**config.mk**
```make
export PLATFORM = sky130hd
export DESIGN_NAME = mfap_alu
export DESIGN_NICKNAME = d
export VERILOG_FILES = /design/src/rtl/mfap_pkg.sv /design/src/rtl/mfap_alu.sv
export SDC_FILE = /design/constraint.sdc
export NUM_CORES = 1
export LEC_CHECK = 0
export BUFFER_PORTS_ARGS = -buffer_cell sky130_fd_sc_hd__buf_2
export CORE_ASPECT_RATIO = 1.4
export CORE_MARGIN = 4
export CORE_UTILIZATION = 25
export DETAILED_ROUTE_END_ITERATION = 10
export GPL_TIMING_DRIVEN = 0
export PLACE_DENSITY = 0.48
export SETUP_SLACK_MARGIN = 0.4
export SYNTH_ARGS = -nofsm -noshare
export SYNTH_HDL_FRONTEND = slang
export SYNTH_SLANG_ARGS = --single-unit
```
**constraint.sdc**
```tcl
create_clock -name vclk -period 9
set_input_delay 1.35 -clock vclk [all_inputs]
set_output_delay 1.35 -clock vclk [all_outputs]
set_load 0.02 [all_outputs]
```
**src/rtl/mfap_pkg.sv**
```systemverilog
// Shared types and constants for the augmenting-path max flow block.
package mfap_pkg;

    localparam int MAX_NODES = 64;
    localparam int NODE_W    = 6;
    localparam int CNT_W     = 7;
    localparam int ADDR_W    = 2 * NODE_W;
    localparam int CAP_W     = 30;
    localparam int RES_W     = 32;

    localparam logic [CAP_W-1:0] CAP_INF   = CAP_W'(32'h3f3f3f3f);
    localparam logic [RES_W-1:0] TOTAL_MAX = '1;

    localparam logic [CNT_W-1:0] NODES_MIN = CNT_W'(2);
    localparam logic [CNT_W-1:0] NODES_MAX = CNT_W'(MAX_NODES);

    typedef enum logic [1:0] {
        FN_WRITE = 2'd0,
        FN_RUN   = 2'd1,
        FN_CLEAR = 2'd2,
        FN_NONE  = 2'd3
    } t_func;

    typedef enum logic [1:0] {
        ALU_MIN,
        ALU_SUB,
        ALU_ADD,
        ALU_ACC
    } t_alu_op;

    typedef enum logic [3:0] {
        ST_IDLE,
        ST_CLEAR,
        ST_COPY,
        ST_COPY_END,
        ST_BFS_INIT,
        ST_BFS_POP,
        ST_BFS_RD,
        ST_BFS_CHK,
        ST_PM_RD,
        ST_PM_CHK,
        ST_PU_RD,
        ST_PU_WF,
        ST_PU_WB,
        ST_TOTAL,
        ST_DONE
    } t_state;

endpackage

```
**src/rtl/mfap_alu.sv**
```systemverilog
// Shared arithmetic unit: minimum, subtract, add and saturating accumulate.
module mfap_alu
    import mfap_pkg::*;
(
    input  t_alu_op          i_op,
    input  logic [RES_W-1:0] i_a,
    input  logic [RES_W-1:0] i_b,
    output logic [RES_W-1:0] o_res,
    output logic             o_flag
);

    logic [RES_W:0] sum;

    assign sum = {1'b0, i_a} + {1'b0, i_b};

    always_comb begin
        o_flag = 1'b0;
        case (i_op)
            ALU_MIN: begin
                o_res = (i_a < i_b) ? i_a : i_b;
            end
            ALU_SUB: begin
                o_res = i_a - i_b;
            end
            ALU_ADD: begin
                o_res = sum[RES_W-1:0];
            end
            ALU_ACC: begin
                // saturate when the total reaches the top value
                o_flag = (sum >= {1'b0, TOTAL_MAX});
                o_res  = o_flag ? TOTAL_MAX : sum[RES_W-1:0];
            end
            default: begin
                o_res = i_a;
            end
        endcase
    end

endmodule

```
Word level (Yosys, flattened, before mapping):

Cells that the tools add are included.

* add/sub/neg operators: 2
* $mul: 0
* div/mod/pow operators: 0
* $lt $le $gt $ge: 2
* equal/unequal tests: 3
* shift-type cells: 0
* multiplexer cells: 4
* bitwise logic cells: 0
* reductions and logical operators: 1

Operators by type and width (number)
* $pmux W32 S4: 1
* $mux W32: 2
* $add A32 B32 Y33: 1
* $ge A33 B32 Y1 const B: 1
* $lt A32 B32 Y1: 1
* $sub A32 B32 Y32: 1
* $eq A2 B2 Y1 const B: 2
* $eq A2 B1 Y1 const B: 1
* $logic_not A2 Y1: 1
* $mux W1: 1

* flip-flop bits (word level): 0
* latch bits: 0
* memory bits (writable): 0
* memory bits (read-only): 0
* input port bits: 66
* memories kept: 0

Longest topological paths before layout:

Gate-level depths: netlist of run 1.

* depth in word-level cells: 4
* gate-level depth with buffers: 16
* gate-level depth less buffers: 14

Worst setup path after synthesis of run 1:

Ideal clock, no wire load.

* path type: input-to-output
* from: input i_a[0]
* to: output o_res[29]
* data arrival time: 4.746 ns
* data required time: 7.650 ns
* path slack: 2.904 ns
* stages: 15
* path buffers: 1
* path through: inv_1 ha_1 inv_1 fa_1 a211oi_2 nor4_1 o21ai_0 nand2_1 a211oi_2 o31ai_1 a221oi_2 buf_2 nand2_1 o211a_1 o311ai_1

* cells in the longest elaborated chain, start to end: 4

RTL lines
* start: declaration: line mfap_alu.sv:6 `input logic [RES_W-1:0] i_a,`
* $add A32 B32 Y33: line mfap_alu.sv:14 `assign sum = {1'b0, i_a} + {1'b0, i_b};`
* $ge A33 B32 Y1: line mfap_alu.sv:30 `o_flag = (sum >= {1'b0, TOTAL_MAX});`
* $mux W32: line mfap_alu.sv:31 `o_res = o_flag ? TOTAL_MAX : sum[RES_W-1:0];`
* $pmux W32 S4 *: line mfap_alu.sv:18 `case (i_op)`
* end: declaration: line mfap_alu.sv:8 `output logic [RES_W-1:0] o_res,`

Mark *: on every way between the ends. The rest lies on a longest branch, timed or not.

Worst setup path after layout of run 1:

* from: input i_a[0]
* to: output o_res[15]

Same word-level chain as after synthesis.

==> results of run 1 <==
## worst min-delay path by stage
stage               startpoint         to  slack [ns]  depth (start not counted)
CTS                    i_a[14]  o_res[14]        3.16                          4
finish                 i_a[16]  o_res[16]        3.15                          4
global placement       i_a[16]  o_res[16]        3.15                          4
floorplan              i_a[15]  o_res[15]        2.94                          2
detailed placement     i_a[14]  o_res[14]        3.16                          4
global route           i_a[14]  o_res[14]        3.20                          4
## cells in the final DEF, fill, tap and decap left out, types with 11 or more instances in the layout
| cell | count |
|---|---|
| clkbuf_1 | 36 |
| nand2_1 | 41 |
| o31ai_1 | 13 |
| nor3_1 | 19 |
| ha_1 | 64 |
| a211oi_1 | 14 |
| nor2_1 | 85 |
| xnor2_1 | 31 |
| o211ai_1 | 11 |
| nand3_1 | 21 |
| inv_1 | 59 |
| nor2b_1 | 18 |
| o21ai_0 | 50 |
| buf_2 | 106 |
| a21oi_1 | 79 |
| o21bai_1 | 15 |
| a21o_1 | 16 |
## kinds of logic after synthesis
family,after synthesis,share of synthesized area
AOI/OAI and AO/OA,306,0.421
xor gates and xnor gates,34,0.0587
adders and majority gates,66,0.166
buffers and inverters,108,0.0834
muxes,15,0.0313
and+or+nand+nor,245,0.240
## area by class of cell
class                      count  area, µm²  share of cell area
inverter                      63        236              0.0402
timing repair buffer          98        490              0.0835
multi-input combinational    666       4650               0.791
tap                          252        315              0.0537
buffer                        45        186              0.0317
## cell usage after synthesis (all sizes together) (11+ instances only)
master,instances
nand2,41
nor4,11
ha,64
a21o,16
nand3,21
inv,61
xnor2,31
a21oi,79
o21bai,16
nor2b,19
clkbuf,36
nor2,86
o211ai,14
nor3,19
o21ai,55
o31ai,14
a211oi,16
## per-stage QoR
step	instances	utilization	total power, W
6_report	1124	0.295	0.000507
5_1_grt	1124	0.295	0.000551
4_1_cts	1124	0.295	0.000505
3_5_place_dp	1124	0.295	0.000502
3_3_place_gp	1124	0.295	0.000503
2_1_floorplan	774	-	0.000342
## routing by layer
layer	routed length (µm)	vias up	track usage
li1	-	3061	-
met1	8910	2964	0.215
met2	12700	168	0.395
met3	953	55	0.00969
met4	1130	0	0.0805
met5	0	-	0
## where the power goes
group / switching (W) / internal [W]
sequential: 0 / 0
combinational: 0.000327 / 0.000180
clock: 0 / 0
## critical path, stage by stage
cell	delay (ns)
buf_2	0.12
inv_1	0.05
ha_1	0.16
inv_1	0.05
fa_1	0.45
a211oi_2	0.29
nor4_1	0.17
o21ai_0	0.43
nand2_1	0.14
a211oi_2	0.66
o31ai_1	0.26
a221oi_2	0.99
buf_2	0.52
buf_2	0.39
a21oi_1	0.15
a32oi_1	0.25
buf_2	0.22
==> impl_metrics.py, run 1 <==
metrics = {
    "worst_setup_path": {
        "cp_max_fo": 10,
        "cp_data_required_time_ns": 7.65,
        "worstSetupPathType": "primary input to output port",
        "setup.worst_path.start": "i_a[0]",
        "timing.critical_path.arrival_ns": 6.69,
        "cp-end-kind": "output port",
        "critical_path_source_type": "primary input",
        "setup.worst_path.end": "o_res[15]",
    },
    "timing": {
        "rsz_0062_raised_after_global_routing": "false",
        "setup_viol": 0,
        "max-slew-margin-rel": 0.225,
        "setup_slack_ns": 0.965,
        "period_share": 0.893,
        "finalCriticalPeriod_ns": 8.04,
        "tightestPinTransition_ns": 1.16,
        "fin_hold_ws_ns": 3.15,
        "drv_slew": 0,
        "maxClockFrequency_mhz": 124,
        "hold_viol": 0,
        "setup-tns-final_ns": 0,
    },
    "layout": {
        "finalInstanceArea_um2": 5880,
        "fraction_of_layout_instances_using_a_drive_strength_above_1": 0.164,
        "seq_cell_count": 0,
        "flip_flop_and_latch_area_um2": 0,
        "n_fill_cell": 2279,
        "clockBufferCount": 0,
        "num_antenna_cells": 0,
        "area.growth.synth_to_final_pct": 15.9,
        "final_nets": 1006,
    },
    "routing": {
        "num_vias": 6248,
        "detail_route.vias_per_cell": 5.56,
        "drc_violations": 0,
        "router_iterations_before_antenna_repair": 5,
        "antenna_violating_nets_post_route": 0,
        "wirelength_routed_um": 23700,
        "drtIter0Drc": 387,
        "average_detailed_routed_wire_length_per_instance_um": 21.1,
    },
    "synthesis": {
        "ys_top_cells_by_area": "ha_1 (16%), a21oi_1 (7.8%), nor2_1 (6.3%)",
        "yosys.area.top_type": "ha_1",
        "synth_seq_area_share": 0,
        "synth_warnings": 0,
        "synthDominantCellAreaShare": 0.158,
        "count_of_mapped_cells_out_of_synthesis": 774,
        "synth_area_um2": 5070,
        "synth_cell_type_count": 84,
        "postSynthAreaPerCell_um2": 6.55,
        "synth_fp_nets": 906,
    },
    "pwr": {
        "power.density_nw_per_um2": 86.3,
        "cellLeakagePower_nw": 2.59,
        "power.ir.vdd_worst_mv": 0.0361,
    },
    "place": {
        "worst_setup_slack_post_dpl_ns": 0.896,
        "finalWeightedCongestion": 0.924,
        "place_area_um2": 5880,
        "detailed_place_hpwl_um": 19400,
        "io_buffers": 98,
    },
    "grt": {
        "grt_start_max_net_pins": 11,
        "antenna_violations_before_repair": 0,
        "first_global_vias": 6265,
        "grt_overflow": 0,
        "grt_first_pass_wirelength_um": 35500,
        "grt.total_usage": 0.199,
    },
    "run_status": {
        "outcome": "complete, no violations",
    },
    "die": {
        "die-width_um": 128,
        "start_util": 0.255,
        "die_area_um2": 22700,
        "io-pin-count": 99,
        "floorplan.core_area_um2": 19900,
        "floorplan.rows": 61,
        "die-height_um": 176,
    },
    "flow_run": {
        "max_cap_violations": 0,
    },
    "hold_path": {
        "hp-class": "primary input to output port",
    },
    "clocking": {
        "setup_repair_bufs_after_cts": 0,
        "cts_hold_buf": 0,
        "post_cts_resized": 0,
    },
}
(Power assumes the default switching activity.)
==> inputs of run 2 (changes only) <==
--- a/config.mk
+++ b/config.mk
@@ -5,8 +5,9 @@
 export SDC_FILE = /design/constraint.sdc
 export NUM_CORES = 1
 export LEC_CHECK = 0
+export ABC_CLOCK_PERIOD_IN_PS = 9000
 export BUFFER_PORTS_ARGS = -buffer_cell sky130_fd_sc_hd__buf_2
-export CORE_ASPECT_RATIO = 1.4
+export CORE_ASPECT_RATIO = 1.5
 export CORE_MARGIN = 4
 export CORE_UTILIZATION = 25
 export DETAILED_ROUTE_END_ITERATION = 10
==> impl_metrics.py, run 2 (same netlist as run 1, synthesis figures left out) <==
metrics = {
    "run_status": {
        "outcome": "complete, no violations",
    },
    "worst_setup_path": {
        "crit_chain": "buf_2 -> inv_1 -> ha_1 -> inv_1 -> fa_1 -> a211oi_2 -> nor4_1 -> o21ai_0 -> nand2_1 -> a211oi_2 -> o31ai_1 -> a221oi_2 -> buf_2 -> buf_2 -> a21oi_1 -> a32oi_1 -> buf_2",
        "critPathMaxStageDelay_ns": 1.06,
        "cp_max_fo": 10,
        "worst_path_max_delay_cell": "a221oi_2",
        "cp_data_required_time_ns": 7.65,
        "critical_path_source_type": "primary input",
        "worstSetupPathType": "primary input to output port",
        "setup.worst_path.start": "i_a[0]",
        "timing.critical_path.arrival_ns": 6.76,
        "cp-end-kind": "output port",
        "path_common_cell": "buf_2",
    },
    "timing": {
        "max-slew-margin-rel": 0.155,
        "finalCriticalPeriod_ns": 8.11,
        "setup-tns-final_ns": 0,
        "rsz_0062_raised_after_global_routing": "false",
        "hold_viol": 0,
        "drv_slew": 0,
        "setup_viol": 0,
        "maxClockFrequency_mhz": 123,
        "period_share": 0.901,
        "setup_slack_ns": 0.890,
        "tightestPinTransition_ns": 1.27,
    },
    "routing": {
        "average_detailed_routed_wire_length_per_instance_um": 21.0,
        "antenna_violating_nets_post_route": 0,
        "drtIter0Drc": 308,
        "met3_wirelength_um": 1020,
        "drc_violations": 0,
        "top_layer": "met4",
        "wirelength_routed_um": 23800,
        "detail_route.vias_per_cell": 5.53,
        "num_vias": 6260,
        "routedLengthMet1_um": 8960,
        "router_iterations_before_antenna_repair": 5,
        "wl_met2_um": 12600,
    },
    "place": {
        "io_buffers": 98,
        "detailed_place_hpwl_um": 19500,
        "worst_setup_slack_post_dpl_ns": 0.972,
        "place_area_um2": 5890,
        "finalWeightedCongestion": 0.916,
    },
    "layout": {
        "clockBufferCount": 0,
        "flip_flop_and_latch_area_um2": 0,
        "n_fill_cell": 2336,
        "area.growth.synth_to_final_pct": 16.1,
        "commonest_non_fill_non_tap_cell_in_the_layout": "buf_2",
        "postLayoutCoreUtil": 0.296,
        "seq_cell_count": 0,
        "final_nets": 1006,
        "fraction_of_layout_instances_using_a_drive_strength_above_1": 0.164,
        "top_library_cells_by_usage_in_the_layout_fill_and_taps_aside": "buf_2 (106), nor2_1 (85), a21oi_1 (79)",
        "num_antenna_cells": 0,
        "finalInstanceArea_um2": 5890,
    },
    "die": {
        "io-pin-count": 99,
        "start_util": 0.255,
        "floorplan.core_area_um2": 19900,
        "die_area_um2": 22700,
        "die-height_um": 182,
        "floorplan.rows": 63,
        "die-width_um": 124,
    },
    "grt": {
        "antenna_violations_before_repair": 0,
        "grt_overflow": 0,
        "grt_first_pass_wirelength_um": 36000,
        "first_global_vias": 6392,
        "grt.total_usage": 0.198,
        "grt_start_max_net_pins": 11,
    },
    "hold_path": {
        "hp-class": "primary input to output port",
        "worstHoldStart": "i_a[10]",
    },
    "flow_run": {
        "max_cap_violations": 0,
    },
    "pwr": {
        "p_int_w": 0.000180,
        "power.switching_w": 0.000328,
        "power.sequential.fraction": 0,
        "power.share.switching": 0.646,
        "power.density_nw_per_um2": 86.3,
        "power.ir.vdd_worst_mv": 0.0219,
        "power.share.combinational": 1.000,
        "power_frac_clock": 0,
        "cellLeakagePower_nw": 2.59,
    },
    "clocking": {
        "cts_hold_buf": 0,
        "post_cts_resized": 0,
        "setup_repair_bufs_after_cts": 0,
    },
}
==> run 2: worst paths after layout <==
path,end,slack [ns],depth (start not counted)
max,o_res[15],0.89,17
min,o_res[10],3.15,4
==> run 2: layer usage <==
metal | GRT usage | vias to the layer above
li1 | - | 3059
met1 | 0.213 | 2940
met2 | 0.390 | 200
met3 | 0.0187 | 61
met4 | 0.0816 | 0
met5 | 0 | -
==> run 2: area by class of cell <==
class              count  area, µm²  area share
well taps            260        325      0.0553
repair buffers        98        490      0.0833
multi-input cells    666       4650       0.790
plain buffers         45        186      0.0317
inverters             63        236      0.0402
==> run 2: worst max-delay path: cells and delay by family <==
kind | cells | cell delay [ns]
AOI/OAI and AO/OA | 7 | 3.08
buffers and inverters | 6 | 1.39
and+or+nand+nor | 2 | 0.32
adders and majority gates | 2 | 0.60
==> run 2: through the flow <==
step | hold WS (ns) | instances | power, W
after floorplan | 2.94 | 774 | 0.000342
after global placement | 3.16 | 1132 | 0.000502
after detailed placement | 3.15 | 1132 | 0.000502
after CTS | 3.15 | 1132 | 0.000504
after global routing | 3.18 | 1132 | 0.000553
final | 3.15 | 1132 | 0.000508
==> run 2: power groups by stage <==
stage	clock (W)	sequential [W]	combinational, W
global placement	0	0	0.000502
finish	0	0	0.000508
CTS	0	0	0.000504
global route	0	0	0.000553
floorplan	0	0	0.000342
detailed placement	0	0	0.000502
